<file path="config.mk">
export PLATFORM = sky130hd
export DESIGN_NAME = dust_sensor_sample_filter
export DESIGN_NICKNAME = d
export VERILOG_FILES = /design/src/dssf_pkg.sv /design/src/dssf_ram.sv /design/src/dust_sensor_sample_filter.sv
export SDC_FILE = /design/constraint.sdc
export NUM_CORES = 1
export LEC_CHECK = 0
export BUFFER_PORTS_ARGS = -buffer_cell sky130_fd_sc_hd__buf_2
export CORE_MARGIN = 10
export CORE_UTILIZATION = 55
export CTS_CLUSTER_SIZE = 12
export DETAILED_ROUTE_END_ITERATION = 8
export GPL_ROUTABILITY_DRIVEN = 0
export PLACE_DENSITY = 0.77
export SETUP_SLACK_MARGIN = 0.4
export SLEW_MARGIN = 20
export SYNTH_ARGS = -nofsm -noshare
export SYNTH_HDL_FRONTEND = slang
export SYNTH_SLANG_ARGS = --single-unit
</file>
<file path="constraint.sdc">
create_clock -name clk_i -period 14.2 [get_ports clk_i]
set_input_delay 3.55 -clock clk_i [delete_from_list [all_inputs] [get_ports clk_i]]
set_output_delay 3.55 -clock clk_i [all_outputs]
set_load 0.01 [all_outputs]
</file>
<file path="src/dssf_pkg.sv">
// dssf_pkg: shared constants, types and result layout of the dust sensor sample filter
`timescale 1ns / 1ps

package dssf_pkg;

  // filter geometry
  localparam int unsigned WINDOW_LENGTH = 10;
  localparam int unsigned GROUP_LENGTH  = 5;
  localparam int unsigned SAMPLE_BITS   = 12;

  // derived widths
  localparam int unsigned MEAN_BITS      = SAMPLE_BITS;
  localparam int unsigned GROUP_CNT_BITS = (GROUP_LENGTH > 1) ? $clog2(GROUP_LENGTH) : 1;
  localparam int unsigned GROUP_ACC_BITS = SAMPLE_BITS + $clog2(GROUP_LENGTH + 1);
  localparam int unsigned WIN_SUM_BITS   = MEAN_BITS + $clog2(WINDOW_LENGTH + 1);
  localparam int unsigned PTR_BITS       = $clog2(WINDOW_LENGTH);

  // truncating division by constants: x / N == (x * RECIP) >> SHIFT over the value range
  localparam int unsigned RECIP_BITS    = 17;
  localparam logic [RECIP_BITS-1:0] GROUP_RECIP  = 17'd52429;
  localparam int unsigned           GROUP_SHIFT  = 18;
  localparam logic [RECIP_BITS-1:0] WINDOW_RECIP = 17'd52429;
  localparam int unsigned           WINDOW_SHIFT = 19;

  // configuration
  localparam int unsigned CFG_DATA_BITS  = 10;
  localparam int unsigned CFG_INDEX_BITS = 1;
  localparam logic [CFG_DATA_BITS-1:0] GAIN_RESET   = 10'd170;
  localparam logic [CFG_DATA_BITS-1:0] OFFSET_RESET = 10'd100;

  typedef enum logic [CFG_INDEX_BITS-1:0] {
    CFG_GAIN   = 1'b0,
    CFG_OFFSET = 1'b1
  } cfg_reg_e;

  // result transaction
  localparam int unsigned DUST_BITS      = 23;
  localparam int unsigned IN_TDATA_BITS  = 16;
  localparam int unsigned OUT_TDATA_BITS = 48;
  localparam int unsigned OUT_PAD_BITS   = OUT_TDATA_BITS - DUST_BITS - 2 * MEAN_BITS;

  typedef struct packed {
    logic [OUT_PAD_BITS-1:0]     pad;
    logic signed [DUST_BITS-1:0] dust_milli;
    logic [MEAN_BITS-1:0]        filtered;
    logic [MEAN_BITS-1:0]        group_mean;
  } result_t;

  // output buffer
  localparam int unsigned FIFO_DEPTH    = 4;
  localparam int unsigned FIFO_PTR_BITS = $clog2(FIFO_DEPTH);
  localparam int unsigned OCC_BITS      = $clog2(FIFO_DEPTH + 1);

endpackage

</file>
<file path="src/dssf_ram.sv">
// dssf_ram: generic single write port, single read port ram with registered read
`timescale 1ns / 1ps

module dssf_ram #(
  parameter int unsigned DATA_WIDTH = 12,
  parameter int unsigned DEPTH      = 10
) (
  input  logic                          clk_i,
  input  logic                          we_i,
  input  logic [$clog2(DEPTH)-1:0]      waddr_i,
  input  logic [DATA_WIDTH-1:0]         wdata_i,
  input  logic                          re_i,
  input  logic [$clog2(DEPTH)-1:0]      raddr_i,
  output logic [DATA_WIDTH-1:0]         rdata_o
);

  logic [DATA_WIDTH-1:0] mem_q [DEPTH];
  logic [DATA_WIDTH-1:0] rdata_q;

  always_ff @(posedge clk_i) begin
    if (we_i) begin
      mem_q[waddr_i] <= wdata_i;
    end
    if (re_i) begin
      rdata_q <= mem_q[raddr_i];
    end
  end

  assign rdata_o = rdata_q;

endmodule

</file>
<file path="src/dust_sensor_sample_filter.sv">
// dust_sensor_sample_filter: group mean, moving average window and dust estimate
//
// Usage:
//   s_axis carries one raw converter reading per transaction (tdata[11:0]).
//   Every fifth reading closes a group; its truncated mean enters a 10-point
//   moving average and one result transaction leaves on m_axis.
//   cfg carries register writes (index 0 gain_milli, index 1 offset_milli);
//   write only while no result is outstanding. cfg_ready_o is always high.
// Path: a closing reading's mean passes the window update, window mean and
//   dust estimate registers into the output buffer, which presents it on m_axis.
// Throughput: one reading per cycle while s_axis_tready is high. The window lives
//   in a 10-entry ram with one registered read and one write per cycle; each closing
//   reading after the first reads the oldest entry and writes the new mean back next cycle.
// Reset: group accumulator, window sum and pointers clear; the first group
//   mean after reset seeds the whole window and is also the first filtered
//   value. Gain and offset return to 170 and 100.
// Stall: a 4-entry output buffer holds results; s_axis_tready drops only on a
//   group-closing reading when the buffer plus the results in flight are full.
`timescale 1ns / 1ps

module dust_sensor_sample_filter (
  input  logic                                    clk_i,
  input  logic                                    rst_ni,
  // input stream, tdata: sample[11:0], zero pad[15:12]
  input  logic                                    s_axis_tvalid,
  output logic                                    s_axis_tready,
  input  logic [dssf_pkg::IN_TDATA_BITS-1:0]      s_axis_tdata,
  // result stream, tdata: group_mean[11:0], filtered[23:12], dust_milli[46:24], pad[47]
  output logic                                    m_axis_tvalid,
  input  logic                                    m_axis_tready,
  output logic [dssf_pkg::OUT_TDATA_BITS-1:0]     m_axis_tdata,
  // configuration write channel
  input  logic                                    cfg_valid_i,
  output logic                                    cfg_ready_o,
  input  logic [dssf_pkg::CFG_INDEX_BITS-1:0]     cfg_index_i,
  input  logic [dssf_pkg::CFG_DATA_BITS-1:0]      cfg_data_i
);

  localparam int unsigned MB  = dssf_pkg::MEAN_BITS;
  localparam int unsigned AB  = dssf_pkg::GROUP_ACC_BITS;
  localparam int unsigned SB  = dssf_pkg::WIN_SUM_BITS;
  localparam int unsigned PB  = dssf_pkg::PTR_BITS;
  localparam int unsigned CB  = dssf_pkg::GROUP_CNT_BITS;
  localparam int unsigned RB  = dssf_pkg::RECIP_BITS;
  localparam int unsigned GB  = dssf_pkg::CFG_DATA_BITS;
  localparam int unsigned DB  = dssf_pkg::DUST_BITS;
  localparam int unsigned FPB = dssf_pkg::FIFO_PTR_BITS;
  localparam int unsigned OB  = dssf_pkg::OCC_BITS;

  // ---------------- configuration ----------------
  logic [GB-1:0] gain_q, offset_q;

  assign cfg_ready_o = 1'b1;

  always_ff @(posedge clk_i or negedge rst_ni) begin
    if (!rst_ni) begin
      gain_q   <= dssf_pkg::GAIN_RESET;
      offset_q <= dssf_pkg::OFFSET_RESET;
    end else if (cfg_valid_i) begin
      unique case (dssf_pkg::cfg_reg_e'(cfg_index_i))
        dssf_pkg::CFG_GAIN:   gain_q   <= cfg_data_i;
        dssf_pkg::CFG_OFFSET: offset_q <= cfg_data_i;
        default: ;
      endcase
    end
  end

  // ---------------- stage 0: group accumulation ----------------
  logic [AB-1:0]    group_acc_q, group_acc_d;
  logic [CB-1:0]    group_count_q, group_count_d;
  logic             primed_q, primed_d;
  logic             wrapped_q, wrapped_d;
  logic [PB-1:0]    oldest_ptr_q, oldest_ptr_d;
  logic [OB-1:0]    occ_q, occ_d;

  logic             s_accept, m_accept, last_in_group, complete;
  logic [AB-1:0]    acc_sum;
  logic [AB+RB-1:0] mean_prod;
  logic [MB-1:0]    mean0;
  logic             ram_re;

  assign s_accept      = s_axis_tvalid && s_axis_tready;
  assign m_accept      = m_axis_tvalid && m_axis_tready;
  assign last_in_group = (group_count_q == CB'(dssf_pkg::GROUP_LENGTH - 1));
  assign complete      = s_accept && last_in_group;
  assign s_axis_tready = !last_in_group || (occ_q < OB'(dssf_pkg::FIFO_DEPTH));

  assign acc_sum   = group_acc_q + AB'(s_axis_tdata[dssf_pkg::SAMPLE_BITS-1:0]);
  assign mean_prod = (AB+RB)'(acc_sum) * (AB+RB)'(dssf_pkg::GROUP_RECIP);
  assign mean0     = mean_prod[dssf_pkg::GROUP_SHIFT +: MB];
  assign ram_re    = complete && primed_q;

  always_comb begin
    group_acc_d   = group_acc_q;
    group_count_d = group_count_q;
    primed_d      = primed_q;
    wrapped_d     = wrapped_q;
    oldest_ptr_d  = oldest_ptr_q;
    if (s_accept) begin
      if (last_in_group) begin
        group_acc_d   = '0;
        group_count_d = '0;
      end else begin
        group_acc_d   = acc_sum;
        group_count_d = group_count_q + CB'(1);
      end
    end
    if (complete) begin
      if (!primed_q) begin
        primed_d = 1'b1;
      end else if (oldest_ptr_q == PB'(dssf_pkg::WINDOW_LENGTH - 1)) begin
        oldest_ptr_d = '0;
        wrapped_d    = 1'b1;
      end else begin
        oldest_ptr_d = oldest_ptr_q + PB'(1);
      end
    end
    occ_d = occ_q + OB'(complete) - OB'(m_accept);
  end

  always_ff @(posedge clk_i or negedge rst_ni) begin
    if (!rst_ni) begin
      group_acc_q   <= '0;
      group_count_q <= '0;
      primed_q      <= 1'b0;
      wrapped_q     <= 1'b0;
      oldest_ptr_q  <= '0;
      occ_q         <= '0;
    end else begin
      group_acc_q   <= group_acc_d;
      group_count_q <= group_count_d;
      primed_q      <= primed_d;
      wrapped_q     <= wrapped_d;
      oldest_ptr_q  <= oldest_ptr_d;
      occ_q         <= occ_d;
    end
  end

  // ---------------- stage 1: window update ----------------
  logic          s1_valid_q, s1_prime_q, s1_wrapped_q;
  logic [PB-1:0] s1_addr_q;
  logic [MB-1:0] s1_mean_q;
  logic [MB-1:0] prime_mean_q, ram_rdata, old_mean;
  logic [SB-1:0] window_sum_q, window_sum_d;
  logic          ram_we;

  dssf_ram #(
    .DATA_WIDTH(MB),
    .DEPTH     (dssf_pkg::WINDOW_LENGTH)
  ) u_window_ram (
    .clk_i  (clk_i),
    .we_i   (ram_we),
    .waddr_i(s1_addr_q),
    .wdata_i(s1_mean_q),
    .re_i   (ram_re),
    .raddr_i(oldest_ptr_q),
    .rdata_o(ram_rdata)
  );

  // entries not yet overwritten since priming still hold the seed mean
  assign old_mean = s1_wrapped_q ? ram_rdata : prime_mean_q;
  assign ram_we   = s1_valid_q && !s1_prime_q;

  always_comb begin
    window_sum_d = window_sum_q;
    if (s1_valid_q) begin
      if (s1_prime_q) begin
        window_sum_d = SB'(s1_mean_q) * SB'(dssf_pkg::WINDOW_LENGTH);
      end else begin
        window_sum_d = window_sum_q - SB'(old_mean) + SB'(s1_mean_q);
      end
    end
  end

  always_ff @(posedge clk_i or negedge rst_ni) begin
    if (!rst_ni) begin
      s1_valid_q   <= 1'b0;
      window_sum_q <= '0;
    end else begin
      s1_valid_q   <= complete;
      window_sum_q <= window_sum_d;
    end
  end

  always_ff @(posedge clk_i) begin
    if (complete) begin
      s1_prime_q   <= !primed_q;
      s1_wrapped_q <= wrapped_q;
      s1_addr_q    <= oldest_ptr_q;
      s1_mean_q    <= mean0;
    end
    if (s1_valid_q && s1_prime_q) begin
      prime_mean_q <= s1_mean_q;
    end
  end

  // ---------------- stage 2: window mean ----------------
  logic             s2_valid_q, s2_prime_q;
  logic [MB-1:0]    s2_mean_q;
  logic [SB+RB-1:0] filt_prod;
  logic [MB-1:0]    filt2;

  assign filt_prod = (SB+RB)'(window_sum_q) * (SB+RB)'(dssf_pkg::WINDOW_RECIP);
  assign filt2     = s2_prime_q ? s2_mean_q : filt_prod[dssf_pkg::WINDOW_SHIFT +: MB];

  always_ff @(posedge clk_i or negedge rst_ni) begin
    if (!rst_ni) begin
      s2_valid_q <= 1'b0;
    end else begin
      s2_valid_q <= s1_valid_q;
    end
  end

  always_ff @(posedge clk_i) begin
    if (s1_valid_q) begin
      s2_prime_q <= s1_prime_q;
      s2_mean_q  <= s1_mean_q;
    end
  end

  // ---------------- stage 3: dust estimate ----------------
  logic                 s3_valid_q;
  logic [MB-1:0]        s3_mean_q, s3_filt_q;
  logic [GB+MB-1:0]     dust_prod;
  logic signed [DB-1:0] dust;
  dssf_pkg::result_t    result;

  assign dust_prod = (GB+MB)'(gain_q) * (GB+MB)'(s3_filt_q);
  assign dust      = $signed(DB'(dust_prod)) - $signed(DB'(offset_q));

  always_comb begin
    result            = '0;
    result.group_mean = s3_mean_q;
    result.filtered   = s3_filt_q;
    result.dust_milli = dust;
  end

  always_ff @(posedge clk_i or negedge rst_ni) begin
    if (!rst_ni) begin
      s3_valid_q <= 1'b0;
    end else begin
      s3_valid_q <= s2_valid_q;
    end
  end

  always_ff @(posedge clk_i) begin
    if (s2_valid_q) begin
      s3_mean_q <= s2_mean_q;
      s3_filt_q <= filt2;
    end
  end

  // ---------------- output buffer ----------------
  dssf_pkg::result_t fifo_q [dssf_pkg::FIFO_DEPTH];
  logic [FPB-1:0]    wr_ptr_q, rd_ptr_q;
  logic [OB-1:0]     fifo_cnt_q;

  always_ff @(posedge clk_i or negedge rst_ni) begin
    if (!rst_ni) begin
      wr_ptr_q   <= '0;
      rd_ptr_q   <= '0;
      fifo_cnt_q <= '0;
    end else begin
      if (s3_valid_q) begin
        wr_ptr_q <= wr_ptr_q + FPB'(1);
      end
      if (m_accept) begin
        rd_ptr_q <= rd_ptr_q + FPB'(1);
      end
      fifo_cnt_q <= fifo_cnt_q + OB'(s3_valid_q) - OB'(m_accept);
    end
  end

  always_ff @(posedge clk_i) begin
    if (s3_valid_q) begin
      fifo_q[wr_ptr_q] <= result;
    end
  end

  assign m_axis_tvalid = (fifo_cnt_q != '0);
  assign m_axis_tdata  = fifo_q[rd_ptr_q];

endmodule

</file>
### After elaboration in Yosys (flattened, before gate mapping)

Memories as Yosys holds them, arrays and structs flattened. A register that Yosys moved wholly into a read port is not among the register bits.
Cells that the tools add are included.

| word-level totals | value |
|---|---|
| register bits | 140 |
| RAM bits | 308 |
| bits of input ports | 32 |
| output and inout bits | 51 |
| memories kept | 2 |

Memories:

| name | words | bits a word | read ports | clocked after Yosys merged registers in | wr ports | line | RTL |
|---|---|---|---|---|---|---|---|
| fifo_q | 4 | 47 | 1 | 0 | 1 | dust_sensor_sample_filter.sv:254 | `dssf_pkg::result_t fifo_q [dssf_pkg::FIFO_DEPTH];` |
| u_window_ram.mem_q | 10 | 12 | 1 | 1 | 1 | dssf_ram.sv:17 | `logic [DATA_WIDTH-1:0] mem_q [DEPTH];` |

| operators by class | value |
|---|---|
| add/subtract/negate cells | 12 |
| multipliers | 4 |
| order comparisons | 1 |
| equal/unequal tests | 2 |
| mux-type cells | 10 |
| bitwise gates (word level) | 1 |
| reduce and logical (&&, ||, !) cells | 15 |

Operators with widths:

| cell | count |
|---|---|
| 16-bit by 16-bit multiplier with 31-bit output, second input constant | 1 |
| 15-bit by 16-bit multiplier with 30-bit output, second input constant | 1 |
| 12-bit two-way mux | 2 |
| 22-bit by 10-bit subtractor with 23-bit output | 1 |
| 10-bit by 12-bit multiplier with 22-bit output | 1 |
| 16-bit by 12-bit adder with 16-bit output | 1 |
| 16-bit two-way mux | 1 |
| 16-bit by 12-bit subtractor with 16-bit output | 1 |
| 15-bit by 12-bit adder with 15-bit output | 1 |
| 12-bit by 3-bit multiplier with 15-bit output, second input constant | 1 |
| 15-bit two-way mux | 1 |
| 3-bit by 1-bit adder with 3-bit output | 2 |
| 1-bit logical AND | 6 |
| 2-bit AND reduction | 3 |
| 3-bit by 1-bit subtractor with 3-bit output | 2 |
| 2-bit by 1-bit adder with 2-bit output, second input constant | 2 |
| 4-bit by 1-bit adder with 4-bit output, second input constant | 1 |
| 4-bit equality test, second input constant | 1 |
| 1-bit two-way mux | 4 |
| 4-bit two-way mux | 1 |
| 3-bit by 1-bit adder with 3-bit output, second input constant | 1 |
| 3-bit equality test, second input constant | 1 |
| 1-bit logical NOT | 3 |
| 3-bit less-than comparator, second input constant | 1 |
| other kinds (5) | 5 |

### Longest topological paths before layout

Gate-level depths: netlist of the first run.

| logic depth | value |
|---|---|
| depth in word-level cells | 7 |
| mapped depth | 29 |
| gate-level depth less buffers | 29 |

### Cells and area by module

From an unflattened synthesis of the first run, not the netlist that was laid out.

| unflattened totals | value |
|---|---|
| cells, all modules | 2448 |
| area total of the unflattened synthesis | 31453.9 sq um |

Modules (own cells, without submodules):

| module | times used | cells each | area an instance (sq um) | sequential area each (sq um) |
|---|---|---|---|---|
| dust_sensor_sample_filter | 1 | 2175 | 26281.5 | 9492.9 |
| dssf_ram | 1 | 273 | 5172.5 | 3963.8 |

### Least setup slack after synthesis of the first run

Ideal clock, no wire load.

| timing path | value |
|---|---|
| kind | input to register |
| start point | input s_axis_tdata[0] (netlist bit) |
| end point | register s1_mean_q[7], data pin |
| arrival | 9.780 ns |
| setup slack | 4.161 ns |
| stages | 26 |
| path buffers | 0 |
| cell sequence | ha_1 fa_1 a21oi_1 o32ai_2 o221ai_1 a21o_1 nor2b_1 nor2_2 xor2_1 ha_1 inv_1 ha_1 xor2_1 fa_1 fa_1 inv_1 fa_1 fa_1 ha_1 and4_1 a221o_1 a221o_1 o21ai_4 a21oi_4 o31ai_4 xnor2_1 |

| on the way | value |
|---|---|
| word-level cells in the longest chain between the ends | 2 |

Ends and longest elaborated chain:

| what | line | RTL |
|---|---|---|
| start: declaration | dust_sensor_sample_filter.sv:27 | `input logic [dssf_pkg::IN_TDATA_BITS-1:0] s_axis_tdata,` |
| 15-bit by 12-bit adder with 15-bit output | dust_sensor_sample_filter.sv:88 | `assign acc_sum = group_acc_q + AB'(s_axis_tdata[dssf_pkg::SAMPLE_BITS-1:0]);` |
| 15-bit by 16-bit multiplier with 30-bit output | dust_sensor_sample_filter.sv:89 | `assign mean_prod = (AB+RB)'(acc_sum) * (AB+RB)'(dssf_pkg::GROUP_RECIP);` |
| named net mean0[7] | dust_sensor_sample_filter.sv:79 | `logic [MB-1:0] mean0;` |
| end signal: assignment | dust_sensor_sample_filter.sv:190 | `s1_mean_q <= mean0;` |
| end: declaration | dust_sensor_sample_filter.sv:142 | `logic [MB-1:0] s1_mean_q;` |

The timed path passes the listed nets, and every way through them passes these cells.
A chain may end at the register's enable or synchronous reset.

### Final worst setup path of the first run

Same ends and word-level chain as after synthesis.

==> metrics.yaml, run 1 <==
wl_per_cell_um: 19.65
grtUsageTotal_pct: 19.83
start_kind: "primary input"
grt_max_degree: 54
seq_area_frac_synth_pct: 42.83
synth_area_per_cell_um2: 13.01
report.final.slew_viol_count: 0
clock_skew_ns: 0.05927
clock-root-buffer: "clkbuf_16"
r2r_start: "group_acc_q[0]"
r2r_slack_ns: 6.59
drt_iter0_markers: 1042
fin_hold_ws_ns: 0.4251
cts_buffers: 50
layout_setup_ws_ns: 3.928
firstDrtPassIters: 5
rr_worst_depth: 26
setup_viol: 0
core_area_mm2: 0.05650
clkLatencyLatePin_ns: 0.62
crit_path_max_fanout: 5
diodes: 0
ant_nets: 0
max_freq_mhz: 97.35
grt_pass1_vias: 20360
synth_edf_count: 387
final_common_cell: "inv_1"
die_w_um: 259.0
slowest_delay_ns: 0.52
crit_type: "primary input to flip-flop"
syn_nets: 3053
cts_sinks: 460
netlist-cell-type-count: 83
initial_utilization_pct: 55.62
die_h_um: 259.0
max_cap_viol_count: 0
holdPathEnd: "s3_mean_q[0]"
cts_tree: "built"
path_clk_slew_ns: 0.06
ys.flop_type: "edfxtp_1"
rr_endpoint: "s1_mean_q[7]"
yosysWarningCount: 0
cts_resized: 0
htreeDepth: 2
clockBufferDepth: 3
fin_tns_setup_ns: 0
cts_setup_buffers: 0
drive_gt1_share_pct: 12.42
routed_wl_mm: 64.72
worstHoldStart: "s2_mean_q[0]"
antenna_found_initial: 2
cp-end-kind: "flip-flop"
worstMarginPinSlew_ns: 1.038
synth_cells: 2416
critical_path_required_ns: 14.56
hpwl_mm: 48.34
finalHoldViolations: 0
arrival_ns: 10.63
grt_pass1_wl_mm: 106.6
remaining_drc_errors: 0
hp-class: "flip-flop to flip-flop"
status: "finished clean"
post_drt_via_cell_ratio: 5.673
dieArea_mm2: 0.06709
port_buffers: 76
mostFrequentLayoutCells: "428 x inv_1, 387 x edfxtp_1, 363 x ha_1"
async_flop_share_pct: 15.87
fin_nets: 3136
pre_cts_ws_ns: 3.437
crit_top_cell: "fa_1"
netlist_area_mm2: 0.03142
overflow: 0
slew_headroom_pct: 30.28
syn_to_final_growth_pct: 8.972
ctsHoldBuffers: 0
via_count: 18680
crit_path_top_delay_cell: "fa_1"
rows: 87
post-route-min-period_ns: 10.27
io_pins: 83
rsz0062_at_grt: "false"
whs_path_depth: 0
ys_seq_elements: 460
fin_crit_sh_pct: 72.34
stage by stage:
stage / area, µm² / instances / utilization (%)
after floorplan: 31420 / 2416 / -
after global routing: 34240 / 3293 / 60.61
final: 34240 / 3293 / 60.61
after global placement: 32650 / 3203 / 57.79
after CTS: 34210 / 3293 / 60.56
after detailed placement: 32650 / 3203 / 57.79
cells in the mapped netlist, types with 4 or more instances:
| library cell | instances | area [µm²] |
|---|---|---|
| dfrtp_1 | 66 | 1652 |
| o22ai_1 | 4 | 25.02 |
| xor2_1 | 27 | 236.5 |
| a21o_1 | 33 | 247.7 |
| inv_1 | 428 | 1607 |
| nor2b_1 | 22 | 137.6 |
| xnor2_1 | 62 | 543.0 |
| o31ai_1 | 5 | 37.54 |
| and2_1 | 67 | 419.2 |
| and4_1 | 4 | 35.03 |
| nor2_1 | 58 | 217.7 |
| and3_1 | 6 | 37.54 |
| dfstp_2 | 7 | 183.9 |
| o21ai_1 | 9 | 45.04 |
| o221ai_1 | 5 | 43.79 |
| a31oi_1 | 9 | 56.30 |
| o21ai_0 | 58 | 290.3 |
| mux2i_1 | 15 | 150.1 |
| nand4_1 | 9 | 56.30 |
| nand2b_1 | 8 | 50.05 |
| o21a_1 | 12 | 90.09 |
| a211oi_1 | 22 | 165.2 |
| a21oi_1 | 73 | 365.4 |
| fa_1 | 242 | 4845 |
| clkbuf_1 | 50 | 187.7 |
| ha_1 | 363 | 4542 |
| mux2_2 | 33 | 371.6 |
| nand2_1 | 126 | 473.0 |
| edfxtp_1 | 387 | 11620 |
| mux4_2 | 71 | 1599 |
| a22o_1 | 11 | 96.34 |
| o211ai_1 | 5 | 37.54 |
| nand3_1 | 18 | 90.09 |
| nor3_1 | 17 | 85.08 |
| buf_1 | 6 | 22.52 |
| o21bai_1 | 8 | 60.06 |
worst max-delay path: cells and delay by family:
kind / cells / cell delay [ns]
buffers and inverters: 3 / 0.20
and+or+nand+nor: 3 / 0.48
AOI/OAI and AO/OA: 9 / 2.16
xor gates and xnor gates: 3 / 0.75
adders and majority gates: 9 / 3.49
layout make-up:
cell class / count / area [µm²]
Sequential cell: 460 / 13460
Clock buffer: 71 / 1350
Timing Repair Buffer: 92 / 503.0
Inverter: 428 / 1607
Fill cell: 4238 / 22260
Clock inverter: 19 / 212.7
Tap cell: 756 / 945.9
Multi-Input combinational cell: 1467 / 16160
worst max path at each step:
stage / slack (ns) / start / end
6_report: 3.93 / s_axis_tdata[0] / s1_mean_q[7]
3_3_place_gp: 3.49 / s_axis_tdata[0] / s1_mean_q[7]
4_1_cts: 4.02 / s_axis_tdata[0] / s1_mean_q[7]
3_5_place_dp: 3.44 / s_axis_tdata[0] / s1_mean_q[7]
2_1_floorplan: 4.16 / s_axis_tdata[0] / s1_mean_q[7]
5_1_grt: 3.51 / s_axis_tdata[0] / s1_mean_q[8]
logic make-up after synthesis:
kind of cell	share of synthesized area, %
compound gates	6.332
flops	42.83
fa+ha+maj	29.87
mux	6.750
xor+xnor	2.724
other cells	0.02390
simple gates	5.591
buf+inv	5.878
metal layers:
layer	part of all wire (%)	global-route usage, %	up-vias
met5	0	0	-
met4	2.8	6.045	0
met3	4.4	2.702	128
met2	51	35.06	478
met1	42	24.94	9536
li1	-	-	8538
flip-flops by register name, summed over array words and instances, names as in the netlist, 10 cells and up:
signal	flops
u_window_ram.rdata_o	12
window_sum_q	16
offset_q	10
gain_q	10
fifo_q	188
s3_mean_q	12
s2_mean_q	12
prime_mean_q	12
group_acc_q	15
s1_mean_q	12
u_window_ram.mem_q	120
s3_filt_q	12
Power of run 1 is not shown: default switching activity piles up to over one toggle a cycle in this logic, so the estimate is an artifact.
==> run 2, diff against run 1 <==
- ABC_AREA: unset -> 1
- PLACE_DENSITY: 0.77 -> 0.79
- clock period: 14.2 -> 8.32 ns (I/O delays scaled with it)
==> run 2 against run 1 <==
Against the previous run:
- area after synthesis is 7.1% higher
- wire length is 19% higher
- global-route usage is 2.0 points higher
- sequential share of layout area is 2.3 points lower
- clock skew is 0.036 ns lower
- sequential cell count stayed put
- setup slack worse by 3.1 ns
- first-iteration DRC count is 91% higher
- synthesized cell count is 45% higher
- clock-buffer cell count stayed put
- hold slack better by 0.025 ns
- final area is 6.2% higher
==> metrics.yaml, run 2 <==
ant_nets: 0  # unchanged
regMostFlops: "fifo_q"  # unchanged
grtUsageTotal_pct: 21.81  # was 19.83%
wl_per_cell_um: 17.55  # was 19.65 µm
whs_path_depth: 0  # unchanged
synth_compound_area_share_pct: 8.011  # was 6.332%
top_layer: "met5"  # was met4
rsz0062_at_grt: "false"  # unchanged
multiInputGateArea_mm2: 0.01734  # was 0.01616 mm²
crit_type: "primary input to flip-flop"  # unchanged
fin_hold_ws_ns: 0.4505  # was 0.4251 ns
status: "finished clean"  # unchanged
wl_met1_mm: 31.42  # was 26.96 mm
hpwl_mm: 56.73  # was 48.34 mm
firstDrtPassIters: 5  # unchanged
synth_top_family_by_area: "adder cells"  # unchanged
htreeDepth: 2  # unchanged
synthMuxAreaShare_pct: 0.4017  # was 6.750%
clockBufferDepth: 3  # unchanged
worstMarginPinSlew_ns: 1.071  # was 1.038 ns
mostFrequentLayoutCells: "663 x inv_1, 648 x nand2_1, 387 x edfxtp_1"  # was 428 x inv_1, 387 x edfxtp_1, 363 x ha_1
arrival_ns: 7.90  # was 10.63 ns
diodes: 0  # unchanged
fin_nets: 4207  # was 3136
synth_most_common_cell: "inv_1"  # unchanged
via_count: 24320  # was 18680
syn_to_final_growth_pct: 8.107  # was 8.972%
grt_max_degree: 98  # was 54
hp-class: "flip-flop to flip-flop"  # unchanged
synth_edf_count: 387  # unchanged
routed_wl_mm: 77.00  # was 64.72 mm
synth_cells: 3504  # was 2416
drive_gt1_share_pct: 6.463  # was 12.42%
cts_sinks: 460  # unchanged
slew_headroom_pct: 28.55  # was 30.28%
start_kind: "primary input"  # unchanged
netlist_top_cells_count: "668 x inv_1, 648 x nand2_1, 387 x edfxtp_1"  # was 428 x inv_1, 387 x edfxtp_1, 363 x ha_1
fin_crit_sh_pct: 90.51
synth_simple_gate_area_share_pct: 13.76  # was 5.591%
clock-root-buffer: "clkbuf_16"  # unchanged
synth_area_per_cell_um2: 9.601  # was 13.01 µm²
synth_area_leader_cell: "edfxtp_1"  # unchanged
ys_seq_elements: 460  # unchanged
wl_met3_mm: 5.578  # was 2.863 mm
path_clk_slew_ns: 0.06  # about the same
antenna_found_initial: 1  # was 2
crit_path_max_fanout: 4  # was 5
slowest_delay_ns: 0.58  # was 0.52 ns
clock_skew_ns: 0.02286  # was 0.05927 ns
dr_wl_met2_mm: 37.20  # was 33.11 mm
cp-end-kind: "flip-flop"  # unchanged
report.final.slew_viol_count: 0  # unchanged
dp_cells: 4302  # was 3203
rr_worst_depth: 34  # was 26
core_area_mm2: 0.06047  # was 0.05650 mm²
setup_viol: 0  # unchanged
rows: 90  # was 87
cts_tree: "built"  # unchanged
critical_path_required_ns: 8.68  # was 14.56 ns
largestRegisters: "fifo_q x188, u_window_ram.mem_q x120, window_sum_q x16"  # unchanged
grt_pass1_wl_mm: 125.8  # was 106.6 mm
drt_iter0_markers: 1993  # was 1042
initial_utilization_pct: 55.64  # was 55.62%
die_h_um: 267.3  # was 259.0 µm
ys.flop_type: "edfxtp_1"  # unchanged
largest_register_ffs: 188  # unchanged
cts_buffers: 48  # was 50
netlist_area_mm2: 0.03364  # was 0.03142 mm²
worstHoldStart: "s2_mean_q[1]"  # was s2_mean_q[0]
seq_area_frac_synth_pct: 40.00  # was 42.83%
r2r_start: "group_acc_q[0]"  # unchanged
ff_latch_area_mm2: 0.01346  # about the same
fin_tns_setup_ns: 0  # unchanged
async_flop_share_pct: 15.87  # unchanged
clkLatencyLatePin_ns: 0.61  # was 0.62 ns
syn_nets: 4141  # was 3053
cp-startpoint: "s_axis_tdata[0]"  # unchanged
overflow: 0  # unchanged
dieArea_mm2: 0.07146  # was 0.06709 mm²
post-route-min-period_ns: 7.531
netlist-cell-type-count: 54  # was 83
finalHoldViolations: 0  # unchanged
io_pins: 83  # unchanged
synth_xor_area_share_pct: 1.350  # was 2.724%
crit_path_top_delay_cell: "fa_1"  # unchanged
final_common_cell: "inv_1"  # unchanged
port_buffers: 76  # unchanged
max_freq_mhz: 132.8
final_cells: 4387  # was 3293
yosysWarningCount: 0  # unchanged
max_cap_viol_count: 0  # unchanged
cts_setup_buffers: 0  # unchanged
remaining_drc_errors: 0  # unchanged
synthTopCellsByArea: "edfxtp_1 35%, fa_1 14%, ha_1 13%"  # was edfxtp_1 37%, fa_1 15%, ha_1 14%
yosys.area_share.adder_pct: 27.90  # was 29.87%
final_core_util_pct: 60.15  # was 60.61%
synthDominantCellAreaShare_pct: 34.54  # was 36.99%
post_drt_via_cell_ratio: 5.544  # was 5.673
die_w_um: 267.3  # was 259.0 µm
grt_pass1_vias: 24650  # was 20360
nFillCells: 4806  # was 4238
crit_top_cell: "inv_1"  # was fa_1
[run 2: cell count changes after synthesis, moves of 41 or more]
cell and change:
inv_1 +240, o21ai_0 +158, mux4_2 -71, nand2_1 +522
xnor2_1 -41, nor2_1 +216, and2_1 -66, o22ai_1 +45
nand3_1 +115
[run 2: routing by layer]
layer / global-route usage (%) / vias to the layer above
met3: 3.439 / 181
met5: 0 / -
met2: 37.04 / 958
met4: 8.368 / 2
li1: - / 11550
met1: 27.69 / 11630
[run 2: worst paths after layout]
check | slack (ns) | to
hold / removal | 0.45 | s3_mean_q[1]
setup reg to reg | 1.96 | s1_mean_q[6]
max in group asynchronous | 5.79 | occ_q[2]
setup / recovery | 0.79 | s1_mean_q[6]
min in group asynchronous | 1.37 | gain_q[6]
hold reg to reg | 0.45 | s3_mean_q[1]
[run 2: layout make-up]
class,instances,area share [%]
Tap cell,782,2.690
Clock buffer,71,3.560
Inverter,676,6.987
Sequential cell,460,37.00
Timing Repair Buffer,102,1.589
Clock inverter,14,0.5023
Multi-Input combinational cell,2282,47.67
[run 2: stage by stage]
stage          area [µm²]  worst slack, ns
2_1_floorplan       33640           0.6266
3_3_place_gp        34870           0.2255
3_5_place_dp        34880           0.1210
4_1_cts             36350           0.7724
5_1_grt             36370           0.4425
6_report            36370           0.7895
[run 2: logic make-up (layout without fill, tap and decap cells)]
kind of cell / after synthesis / in the layout
simple gates: 1134 / 1134
buf+inv: 762 / 863
fa+ha+maj: 605 / 605
compound gates: 478 / 478
flops: 460 / 460
xor+xnor: 51 / 51
mux: 12 / 12
other cells: 2 / 2
[run 2: what timing repair did]
| action | 4_1_cts | 5_1_grt |
|---|---|---|
| hold buffers | 0 | 0 |
| resized for setup | 0 | 1 |
| endpoints found under the setup margin | 0 | 1 |
[run 2: critical path: cells and delay by family]
family                     cells  cell delay [ns]
xor gates and xnor gates       1             0.11
buffers and inverters         10             0.61
AOI/OAI and AO/OA              2             0.26
adders and majority gates      9             3.55
and+or+nand+nor               13             1.28
Power of run 2 is left out for the same reason.
